[src/rtl/core/bsds_pkg.sv]
// Shared types and constants of the bus slave deadline scheduler.
// No dependencies; used by bus_slave_deadline_scheduler.
`timescale 1ns / 1ps
`default_nettype none
package bsds_pkg;

  localparam int unsigned NumSlaves = 8;
  localparam int unsigned SlaveW    = 3;
  localparam int unsigned CountW    = 4;
  localparam int unsigned TimeW     = 48;
  localparam int unsigned HzW       = 20;
  localparam int unsigned DurW      = 16;

  // one second in microseconds, dividend of the interval division
  localparam logic [HzW-1:0] UsPerS = 20'd1000000;

  // register map
  localparam logic [2:0] RegSlaveCountAddr = 3'd0;

  typedef enum logic [1:0] {
    ACT_PREPARE = 2'd0,
    ACT_START   = 2'd1,
    ACT_DONE    = 2'd2,
    ACT_FORCE   = 2'd3
  } action_e;

  typedef enum logic [3:0] {
    ST_IDLE,
    ST_PREP,
    ST_DIV,
    ST_START_WR,
    ST_DONE_RD,
    ST_DONE_ADD,
    ST_SCAN_BASE_RD,
    ST_SCAN_BASE,
    ST_SCAN_RD,
    ST_SCAN_CMP,
    ST_FORCE_CHK,
    ST_FORCE_RD,
    ST_FORCE_EVAL,
    ST_RESULT
  } state_e;

  // time sum that sticks at the largest time value
  function automatic logic [TimeW-1:0] sat_add(input logic [TimeW-1:0] a,
                                               input logic [TimeW-1:0] b);
    logic [TimeW:0] s;
    s = {1'b0, a} + {1'b0, b};
    return s[TimeW] ? {TimeW{1'b1}} : s[TimeW-1:0];
  endfunction

endpackage
`default_nettype wire

[src/rtl/core/bus_slave_deadline_scheduler.sv]
// Earliest-deadline polling scheduler over eight bus slaves.
// Prepare writes one memory row per cycle; start runs a serial 20-step interval divider;
// done stores the duration, extends a forced slave's deadline and scans with a read and a
// compare per slave; force checks, reads and evaluates. One word in flight at a time; the
// next word is taken in the cycle after the result is registered.
// Reset: deadlines and durations read as zero via row valid bits, marks clear,
// slave_count 1, scheduler unprepared; no clearing pass is needed.
`timescale 1ns / 1ps
`default_nettype none
module bus_slave_deadline_scheduler (
  input  wire logic        clk_i,
  input  wire logic        rst_ni,
  // input stream
  input  wire logic        s_axis_tvalid,
  output logic             s_axis_tready,
  // tdata: now_us[47:0], interval_hz[67:48], duration_us[83:68], slave_index[86:84]
  input  wire logic [87:0] s_axis_tdata,
  // tuser: action[1:0]
  input  wire logic [1:0]  s_axis_tuser,
  // result stream
  output logic             m_axis_tvalid,
  input  wire logic        m_axis_tready,
  // tdata: chosen_slave[2:0], chosen_deadline[50:3], wake_loop[51],
  //        request_ignored[52]
  output logic [55:0]      m_axis_tdata,
  // configuration port
  input  wire logic        psel,
  input  wire logic        penable,
  input  wire logic        pwrite,
  input  wire logic [2:0]  paddr,
  input  wire logic [31:0] pwdata,
  output logic [31:0]      prdata,
  output logic             pready
);

  localparam int unsigned N  = bsds_pkg::NumSlaves;
  localparam int unsigned SW = bsds_pkg::SlaveW;
  localparam int unsigned CW = bsds_pkg::CountW;
  localparam int unsigned TW = bsds_pkg::TimeW;
  localparam int unsigned HW = bsds_pkg::HzW;
  localparam int unsigned UW = bsds_pkg::DurW;

  bsds_pkg::state_e  state_q, state_d;
  bsds_pkg::action_e act_q;

  // latched input word
  logic [TW-1:0] now_q;
  logic [HW-1:0] hz_q;
  logic [UW-1:0] dur_q;
  logic [SW-1:0] idx_q;

  // scheduler state
  logic [CW-1:0] cnt_q, cnt_d;
  logic [N-1:0]  fmark_q, fmark_d;
  logic [N-1:0]  lmark_q, lmark_d;
  logic [SW-1:0] next_q, next_d;
  logic [SW-1:0] cur_q, cur_d;
  logic          active_q, active_d;
  logic          prepared_q, prepared_d;
  logic          ign_q, ign_d;
  logic [CW-1:0] ptr_q, ptr_d;

  // divider
  logic [HW-1:0] rem_q, rem_d;
  logic [HW-1:0] quo_q, quo_d;
  logic [4:0]    dbit_q, dbit_d;
  logic [HW:0]   rem_sh;
  logic [HW-1:0] hz_eff;

  // scan and result
  logic [TW-1:0] best_q, best_d;
  logic [SW-1:0] res_slave_q, res_slave_d;
  logic [TW-1:0] res_dl_q, res_dl_d;
  logic          res_wake_q, res_wake_d;
  logic          res_ign_q, res_ign_d;
  logic [55:0]   out_q, out_d;
  logic          ovalid_q, ovalid_d;

  // deadline and duration memories with row valid bits
  logic [TW-1:0] dmem [N];
  logic [UW-1:0] umem [N];
  logic [N-1:0]  dvalid_q, dvalid_d;
  logic [N-1:0]  uvalid_q, uvalid_d;
  logic          d_we, u_we;
  logic [SW-1:0] d_wa, u_wa, d_ra, u_ra;
  logic [TW-1:0] d_wd;
  logic [UW-1:0] u_wd;
  logic [TW-1:0] drd_q;
  logic [UW-1:0] urd_q;
  logic          drd_ok_q, urd_ok_q;
  logic [TW-1:0] drd;
  logic [UW-1:0] urd;

  logic [CW-1:0] cnt_eff;
  logic          accept;
  logic          cfg_wr;
  logic [TW-1:0] sum;
  logic [TW-1:0] ts;

  // configuration access
  assign pready = 1'b1;
  assign cfg_wr = psel && penable && pwrite && (paddr == bsds_pkg::RegSlaveCountAddr);
  assign prdata = (paddr == bsds_pkg::RegSlaveCountAddr) ? {28'd0, cnt_q} : 32'd0;

  always_comb begin
    cnt_d = cfg_wr ? pwdata[CW-1:0] : cnt_q;
  end

  // clamp count to 1..N
  always_comb begin
    if (cnt_q == '0) begin
      cnt_eff = CW'(1);
    end else if (cnt_q > CW'(N)) begin
      cnt_eff = CW'(N);
    end else begin
      cnt_eff = cnt_q;
    end
  end

  assign s_axis_tready = (state_q == bsds_pkg::ST_IDLE);
  assign accept        = s_axis_tvalid && s_axis_tready;
  assign m_axis_tvalid = ovalid_q;
  assign m_axis_tdata  = out_q;

  assign drd    = drd_ok_q ? drd_q : '0;
  assign urd    = urd_ok_q ? urd_q : '0;
  assign hz_eff = (hz_q == '0) ? HW'(1) : hz_q;
  assign rem_sh = {rem_q, bsds_pkg::UsPerS[5'(HW-1) - dbit_q]};
  assign sum    = bsds_pkg::sat_add(now_q, {{(TW-HW){1'b0}}, quo_q});
  assign ts     = bsds_pkg::sat_add(now_q, {{(TW-UW-1){1'b0}}, urd, 1'b0});

  // next state and datapath control
  always_comb begin
    state_d     = state_q;
    fmark_d     = fmark_q;
    lmark_d     = lmark_q;
    next_d      = next_q;
    cur_d       = cur_q;
    active_d    = active_q;
    prepared_d  = prepared_q;
    ign_d       = ign_q;
    ptr_d       = ptr_q;
    rem_d       = rem_q;
    quo_d       = quo_q;
    dbit_d      = dbit_q;
    best_d      = best_q;
    res_slave_d = res_slave_q;
    res_dl_d    = res_dl_q;
    res_wake_d  = res_wake_q;
    res_ign_d   = res_ign_q;
    out_d       = out_q;
    ovalid_d    = ovalid_q && !m_axis_tready;
    dvalid_d    = dvalid_q;
    uvalid_d    = uvalid_q;
    d_we        = 1'b0;
    d_wa        = next_q;
    d_wd        = now_q;
    u_we        = 1'b0;
    u_wa        = cur_q;
    u_wd        = dur_q;
    d_ra        = next_q;
    u_ra        = idx_q;

    case (state_q)
      bsds_pkg::ST_IDLE: begin
        if (accept) begin
          ptr_d      = '0;
          rem_d      = '0;
          quo_d      = '0;
          dbit_d     = '0;
          ign_d      = 1'b0;
          res_wake_d = 1'b0;
          res_ign_d  = 1'b0;
          case (bsds_pkg::action_e'(s_axis_tuser))
            bsds_pkg::ACT_PREPARE: state_d = bsds_pkg::ST_PREP;
            bsds_pkg::ACT_START:   state_d = bsds_pkg::ST_DIV;
            bsds_pkg::ACT_DONE:    state_d = bsds_pkg::ST_DONE_RD;
            default:               state_d = bsds_pkg::ST_FORCE_CHK;
          endcase
        end
      end

      // write one row per cycle
      bsds_pkg::ST_PREP: begin
        d_we = 1'b1;
        d_wa = ptr_q[SW-1:0];
        d_wd = now_q;
        u_we = 1'b1;
        u_wa = ptr_q[SW-1:0];
        u_wd = '0;
        dvalid_d[ptr_q[SW-1:0]] = 1'b1;
        uvalid_d[ptr_q[SW-1:0]] = 1'b1;
        ptr_d = ptr_q + CW'(1);
        if (ptr_q == CW'(N - 1)) begin
          fmark_d     = '0;
          lmark_d     = '0;
          next_d      = '0;
          active_d    = 1'b0;
          prepared_d  = 1'b1;
          res_slave_d = '0;
          res_dl_d    = now_q;
          state_d     = bsds_pkg::ST_RESULT;
        end
      end

      // restoring division, one quotient bit per cycle
      bsds_pkg::ST_DIV: begin
        if (rem_sh >= {1'b0, hz_eff}) begin
          rem_d = HW'(rem_sh - {1'b0, hz_eff});
          quo_d = {quo_q[HW-2:0], 1'b1};
        end else begin
          rem_d = rem_sh[HW-1:0];
          quo_d = {quo_q[HW-2:0], 1'b0};
        end
        dbit_d = dbit_q + 5'd1;
        if (dbit_q == 5'(HW - 1)) begin
          state_d = bsds_pkg::ST_START_WR;
        end
      end

      bsds_pkg::ST_START_WR: begin
        d_we                = 1'b1;
        d_wa                = next_q;
        d_wd                = sum;
        dvalid_d[next_q]    = 1'b1;
        cur_d               = next_q;
        fmark_d[next_q]     = 1'b0;
        lmark_d[next_q]     = 1'b0;
        active_d            = 1'b1;
        res_slave_d         = next_q;
        res_dl_d            = sum;
        state_d             = bsds_pkg::ST_RESULT;
      end

      // store duration, fetch current deadline
      bsds_pkg::ST_DONE_RD: begin
        active_d        = 1'b0;
        u_we            = 1'b1;
        u_wa            = cur_q;
        u_wd            = dur_q;
        uvalid_d[cur_q] = 1'b1;
        d_ra            = cur_q;
        state_d         = bsds_pkg::ST_DONE_ADD;
      end

      bsds_pkg::ST_DONE_ADD: begin
        if (fmark_q[cur_q]) begin
          d_we            = 1'b1;
          d_wa            = cur_q;
          d_wd            = bsds_pkg::sat_add(drd, {{(TW-UW){1'b0}}, dur_q});
          dvalid_d[cur_q] = 1'b1;
        end
        state_d = bsds_pkg::ST_SCAN_BASE_RD;
      end

      bsds_pkg::ST_SCAN_BASE_RD: begin
        d_ra    = next_q;
        state_d = bsds_pkg::ST_SCAN_BASE;
      end

      bsds_pkg::ST_SCAN_BASE: begin
        best_d  = drd;
        ptr_d   = '0;
        state_d = bsds_pkg::ST_SCAN_RD;
      end

      bsds_pkg::ST_SCAN_RD: begin
        d_ra    = ptr_q[SW-1:0];
        state_d = bsds_pkg::ST_SCAN_CMP;
      end

      // keep the strictly earliest deadline
      bsds_pkg::ST_SCAN_CMP: begin
        if (drd < best_q) begin
          best_d = drd;
          next_d = ptr_q[SW-1:0];
        end
        ptr_d = ptr_q + CW'(1);
        if (ptr_q + CW'(1) == cnt_eff) begin
          res_slave_d = next_d;
          res_dl_d    = best_d;
          state_d     = bsds_pkg::ST_RESULT;
        end else begin
          state_d = bsds_pkg::ST_SCAN_RD;
        end
      end

      bsds_pkg::ST_FORCE_CHK: begin
        if (!prepared_q || ({1'b0, idx_q} >= cnt_eff) || fmark_q[idx_q]) begin
          ign_d     = 1'b1;
          res_ign_d = 1'b1;
        end else begin
          fmark_d[idx_q]  = 1'b1;
          d_we            = 1'b1;
          d_wa            = idx_q;
          d_wd            = now_q;
          dvalid_d[idx_q] = 1'b1;
        end
        state_d = bsds_pkg::ST_FORCE_RD;
      end

      bsds_pkg::ST_FORCE_RD: begin
        d_ra    = next_q;
        u_ra    = idx_q;
        state_d = bsds_pkg::ST_FORCE_EVAL;
      end

      // preempt the chosen slave when no update runs
      bsds_pkg::ST_FORCE_EVAL: begin
        res_slave_d = next_q;
        res_dl_d    = drd;
        if (!ign_q && !active_q) begin
          res_wake_d = 1'b1;
          if (!lmark_q[next_q] && !fmark_q[next_q]) begin
            if (!(ts < drd)) begin
              lmark_d[next_q] = 1'b1;
            end
            next_d      = idx_q;
            res_slave_d = idx_q;
            res_dl_d    = now_q;
          end
        end
        state_d = bsds_pkg::ST_RESULT;
      end

      // hand the word to the output register
      bsds_pkg::ST_RESULT: begin
        if (!ovalid_q || m_axis_tready) begin
          out_d    = {3'd0, res_ign_q, res_wake_q, res_dl_q, res_slave_q};
          ovalid_d = 1'b1;
          state_d  = bsds_pkg::ST_IDLE;
        end
      end

      default: state_d = bsds_pkg::ST_IDLE;
    endcase
  end

  // control registers
  always_ff @(posedge clk_i or negedge rst_ni) begin
    if (!rst_ni) begin
      state_q    <= bsds_pkg::ST_IDLE;
      cnt_q      <= CW'(1);
      fmark_q    <= '0;
      lmark_q    <= '0;
      next_q     <= '0;
      cur_q      <= '0;
      active_q   <= 1'b0;
      prepared_q <= 1'b0;
      ovalid_q   <= 1'b0;
      dvalid_q   <= '0;
      uvalid_q   <= '0;
    end else begin
      state_q    <= state_d;
      cnt_q      <= cnt_d;
      fmark_q    <= fmark_d;
      lmark_q    <= lmark_d;
      next_q     <= next_d;
      cur_q      <= cur_d;
      active_q   <= active_d;
      prepared_q <= prepared_d;
      ovalid_q   <= ovalid_d;
      dvalid_q   <= dvalid_d;
      uvalid_q   <= uvalid_d;
    end
  end

  // payload registers
  always_ff @(posedge clk_i) begin
    if (accept) begin
      act_q <= bsds_pkg::action_e'(s_axis_tuser);
      now_q <= s_axis_tdata[47:0];
      hz_q  <= s_axis_tdata[67:48];
      dur_q <= s_axis_tdata[83:68];
      idx_q <= s_axis_tdata[86:84];
    end
    ign_q       <= ign_d;
    ptr_q       <= ptr_d;
    rem_q       <= rem_d;
    quo_q       <= quo_d;
    dbit_q      <= dbit_d;
    best_q      <= best_d;
    res_slave_q <= res_slave_d;
    res_dl_q    <= res_dl_d;
    res_wake_q  <= res_wake_d;
    res_ign_q   <= res_ign_d;
    out_q       <= out_d;
  end

  // memories: one write and one registered read each
  always_ff @(posedge clk_i) begin
    if (d_we) begin
      dmem[d_wa] <= d_wd;
    end
    if (u_we) begin
      umem[u_wa] <= u_wd;
    end
    drd_q    <= dmem[d_ra];
    urd_q    <= umem[u_ra];
    drd_ok_q <= dvalid_q[d_ra];
    urd_ok_q <= uvalid_q[u_ra];
  end

  // checks
  a_ready_idle: assert property (@(posedge clk_i) disable iff (!rst_ni)
    s_axis_tready |-> state_q == bsds_pkg::ST_IDLE)
    else $error("input taken outside idle");

  a_div_range: assert property (@(posedge clk_i) disable iff (!rst_ni)
    state_q == bsds_pkg::ST_DIV |-> dbit_q < 5'(HW))
    else $error("divider step out of range");

  a_flags_excl: assert property (@(posedge clk_i) disable iff (!rst_ni)
    state_q == bsds_pkg::ST_RESULT |-> !(res_wake_q && res_ign_q))
    else $error("wake and ignore both set");

  a_prep_done: assert property (@(posedge clk_i) disable iff (!rst_ni)
    (state_q == bsds_pkg::ST_PREP && ptr_q == CW'(N - 1)) |=>
      (prepared_q && next_q == '0 && fmark_q == '0))
    else $error("prepare did not finish");

  a_start_active: assert property (@(posedge clk_i) disable iff (!rst_ni)
    state_q == bsds_pkg::ST_START_WR |=> active_q && act_q == bsds_pkg::ACT_START)
    else $error("start did not mark the scheduler busy");

endmodule
`default_nettype wire
[config.mk]
export PLATFORM = sky130hd
export DESIGN_NAME = bus_slave_deadline_scheduler
export DESIGN_NICKNAME = d
export VERILOG_FILES = /design/src/rtl/core/bsds_pkg.sv /design/src/rtl/core/bus_slave_deadline_scheduler.sv
export SDC_FILE = /design/constraint.sdc
export NUM_CORES = 2
export LEC_CHECK = 0
export ABC_AREA = 0
export BUFFER_PORTS_ARGS = -buffer_cell sky130_fd_sc_hd__buf_2
export CORE_ASPECT_RATIO = 0.8
export CORE_MARGIN = 1.5
export CORE_UTILIZATION = 29
export CTS_CLUSTER_SIZE = 40
export DETAILED_ROUTE_END_ITERATION = 16
export GPL_ROUTABILITY_DRIVEN = 0
export GPL_TIMING_DRIVEN = 1
export PLACE_DENSITY = 0.43
export SLEW_MARGIN = 15
export SYNTH_ARGS = -nofsm -noshare
export SYNTH_HDL_FRONTEND = slang
export SYNTH_SLANG_ARGS = --single-unit
[constraint.sdc]
create_clock -name clk_i -period 16.1 [get_ports clk_i]
set_input_delay 1.61 -clock clk_i [delete_from_list [all_inputs] [get_ports clk_i]]
set_output_delay 1.61 -clock clk_i [all_outputs]
set_load 0.1 [all_outputs]
==> qor.yml <==
outcome: "finished clean"
grt-ovfl-total: 0
avgRoutedWirePerCell_microns: 24.4
drv_cap: 0
synth-main-ff-cell: "edfxtp_1"
drc: 0
synth-edff-count: 802
postCtsSetupRepairBufs: 0
die_area_sq_mm: 0.159
synth-seq-area-share_pct: 58.5
stdcell_count: 6254
area_growth_pct: 14.3
vias: 31900
crit_chain: "and2_1, ha_1, fa_1, a211o_1, a2111oi_2, o21ai_1, a2111oi_1, o311ai_1, nand2_1, nor3_1, xnor2_1, nand2_1, ha_1, nand4_1, nor4_1, o2111ai_1, a211oi_2, nand4_1, nand3_1"
final_hold_viol_count: 0
h-tree-depth: 3
crit_required_ns: 16.74
crit_path_start_kind: "register"
slew_headroom_pct: 11.6
finalClockSkew_ns: 0.0370
post_cts_resized: 0
cts_buffers: 99
synth_top_area_share_pct: 52.9
post_synth_xor_area_fraction_pct: 2.08
n_fill_cell: 15600
pre_cts_slack_ns: 8.98
r2r-start: "urd_ok_q$_DFF_P_"
synth-compound-area-share_pct: 14.0
end_kind: "register"
cp_max_fo: 16
synth_common_cells: "edfxtp_1 (802), nand2_1 (356), o21ai_0 (292), nor2_1 (284), a21oi_1 (269)"
hold_buffers: 0
antenna_found_initial: 11
p_leak_nw: 19.1
finalNetCount: 4385
r2r_setup_slack_ns: 8.79
synth_cell_type_count: 93
worstMarginPinSlew_ns: 1.32
synthMuxAreaShare_pct: 5.46
final_max_slew_viol_count: 0
grt_pass1_wl_mm: 218
clock_path_buffers: 3
io_pins: 223
initial_utilization_pct: 29.3
synthArstFlopShare_pct: 5.34
detail-route-antenna-nets: 0
worstHoldPathType: "register to register"
syn-instance-count: 3948
synth_top_family_by_area: "compound AO/OA/AOI/OAI gates"
setup-tns-final_ns: 0
syn_area_sq_mm: 0.0455
tritoncts: "yes"
vdd_drop_max_mv: 0.158
drt-vias-per-instance: 5.11
hp-start: "res_dl_q[30]$_DFFE_PP_"
slowest_stage: "nor4_1"
dpl.hpwl_mm: 103
grt_start_max_net_pins: 81
r2r_cells: 19
ys_ff_latch: 917
rows: 129
synth.most_common_cell: "edfxtp_1"
power_density_mw_per_mm2: 195
hold-path-endpoint: "m_axis_tdata[33]$_DFFE_PP_"
yosys.area_share.simple_pct: 11.2
max_clock_freq_ghz: 0.137
cp_data_arrival_time_ns: 7.95
grt_pass1_vias: 30400
whs_path_depth: 0
drt_iter0_drc: 3038
dr.pass1.iters: 6
cts_root_buf: "clkbuf_16"
synth_adder_area_share_pct: 4.99
r2r_end: "lmark_q[6]$_DFFE_PN0P_"
fin_util_pct: 33.5
io_buffers: 161
fp.coreArea_sq_mm: 0.155
yosys_warnings: 0
fin_crit_ns: 7.31
rsz0062_at_grt: "false"
holdWs_ns: 0.417
drt-total-wl_mm: 152
die_w_microns: 446
syn_area_per_cell_sq_um: 11.5
fin_ws_ns: 8.79
yosysTopAreaCell: "edfxtp_1"
dp.cells: 6069
die_y_microns: 357
drive_above_1_share_pct: 13.6
finalSetupViolCount: 0
clock_latency_ns: 0.73
slowest_delay_ns: 1.04
clk_pin_slew_worst_paths_ns: 0.06
synthTopCellsByArea: "edfxtp_1 (53%), ha_1 (4.8%), o21ai_0 (3.2%)"
clkSinkCount: 917
period_share_pct: 45.4
critPathKind: "register to register"
track_usage_pct: 18.7
==> final cells by class <==
class / count / area [sq um] / share of cell area (%)
Clock inverter: 38 / 380 / 0.732
Multi-Input combinational cell: 2656 / 17500 / 33.7
Inverter: 164 / 618 / 1.19
Tap cell: 2096 / 2620 / 5.04
Antenna cell: 2 / 5.00 / 0.00963
Clock buffer: 145 / 2860 / 5.50
Timing Repair Buffer: 236 / 1370 / 2.63
Sequential cell: 917 / 26600 / 51.2
==> sequential cells by signal (all words and copies together) (netlist names), 16 cells and up <==
name,flops
dmem,384
umem,128
m_axis_tdata,53
best_q,48
drd_q,48
now_q,48
res_dl_q,48
hz_q,20
quo_q,20
rem_q,20
dur_q,16
urd_q,16
==> cells by family (layout without fill, tap and decap cells) <==
family,Yosys count,after routing
flops,917,917
compound gates,1014,1014
buf+inv,405,583
xor+xnor,108,108
other cells,2,34
simple gates,1089,1089
fa+ha+maj,179,179
mux,234,234
==> routing by layer <==
layer	part of all wire, %	vias to the layer above	global-route usage, %	routed length [microns]
li1	-	14900	-	-
met1	49	15900	27.8	74000
met2	43	982	28.2	65900
met3	6.3	162	3.37	9580
met4	1.9	0	4.06	2870
met5	0	-	0	0
==> power breakdown <==
part	switching (mW)	internal, mW	total (mW)
clock network	0.962	1.34	2.30
registers	0.325	3.32	3.65
logic	2.81	1.38	4.19
total	4.10	6.04	10.1
==> stage by stage <==
step                cell area, sq um  power, mW
CTS                            52000       10.2
finish                         52000       10.1
floorplan                      45600       6.45
detailed placement             48700       7.87
global placement               48700       7.86
global route                   52000       10.7
==> worst max path at each step <==
| stage | startpoint | to | slack (ns) | cells past startpoint |
|---|---|---|---|---|
| floorplan | state_q[3]$_DFFE_PN0P_ | dur_q[0]$_DFFE_PP_ | 10.46 | 6 |
| global placement | urd_ok_q$_DFF_P_ | lmark_q[6]$_DFFE_PN0P_ | 9.03 | 19 |
| detailed placement | urd_ok_q$_DFF_P_ | lmark_q[6]$_DFFE_PN0P_ | 8.98 | 19 |
| CTS | urd_ok_q$_DFF_P_ | lmark_q[6]$_DFFE_PN0P_ | 8.91 | 19 |
| global route | urd_ok_q$_DFF_P_ | lmark_q[4]$_DFFE_PN0P_ | 8.26 | 19 |
| finish | urd_ok_q$_DFF_P_ | lmark_q[6]$_DFFE_PN0P_ | 8.79 | 19 |
==> placed cells by master, fill, tap and decap left out, types with 16 or more instances in the layout <==
| master | instances |
|---|---|
| a31oi_1 | 43 |
| conb_1 | 32 |
| a21o_1 | 47 |
| dfrtp_1 | 48 |
| o21bai_1 | 17 |
| nand4_1 | 62 |
| nor2b_1 | 36 |
| nor3_1 | 62 |
| inv_1 | 161 |
| dfxtp_1 | 65 |
| clkbuf_16 | 105 |
| a211oi_1 | 16 |
| nand2_1 | 354 |
| buf_4 | 75 |
| nor2_1 | 275 |
| edfxtp_1 | 802 |
| a22oi_1 | 80 |
| o211ai_1 | 71 |
| or2_2 | 20 |
| clkbuf_1 | 32 |
| and3_1 | 24 |
| nand3_1 | 97 |
| a221o_1 | 17 |
| or3_1 | 17 |
| o21a_1 | 28 |
| xor2_1 | 32 |
| a211o_1 | 16 |
| a21oi_1 | 268 |
| o21ai_0 | 291 |
| ha_1 | 175 |
| xnor2_1 | 76 |
| mux2_2 | 106 |
| and2_1 | 54 |
| nand2b_1 | 22 |
| mux2i_1 | 126 |
| buf_2 | 161 |
==> critical path, delay by kind of cell (launching register included) <==
kind	cells	cell delay, ns
AOI/OAI and AO/OA	7	3.19
xor gates and xnor gates	1	0.16
adders and majority gates	3	0.98
DFF	1	0.44
and+or+nand+nor	8	2.44
(Power assumes the default switching activity.)
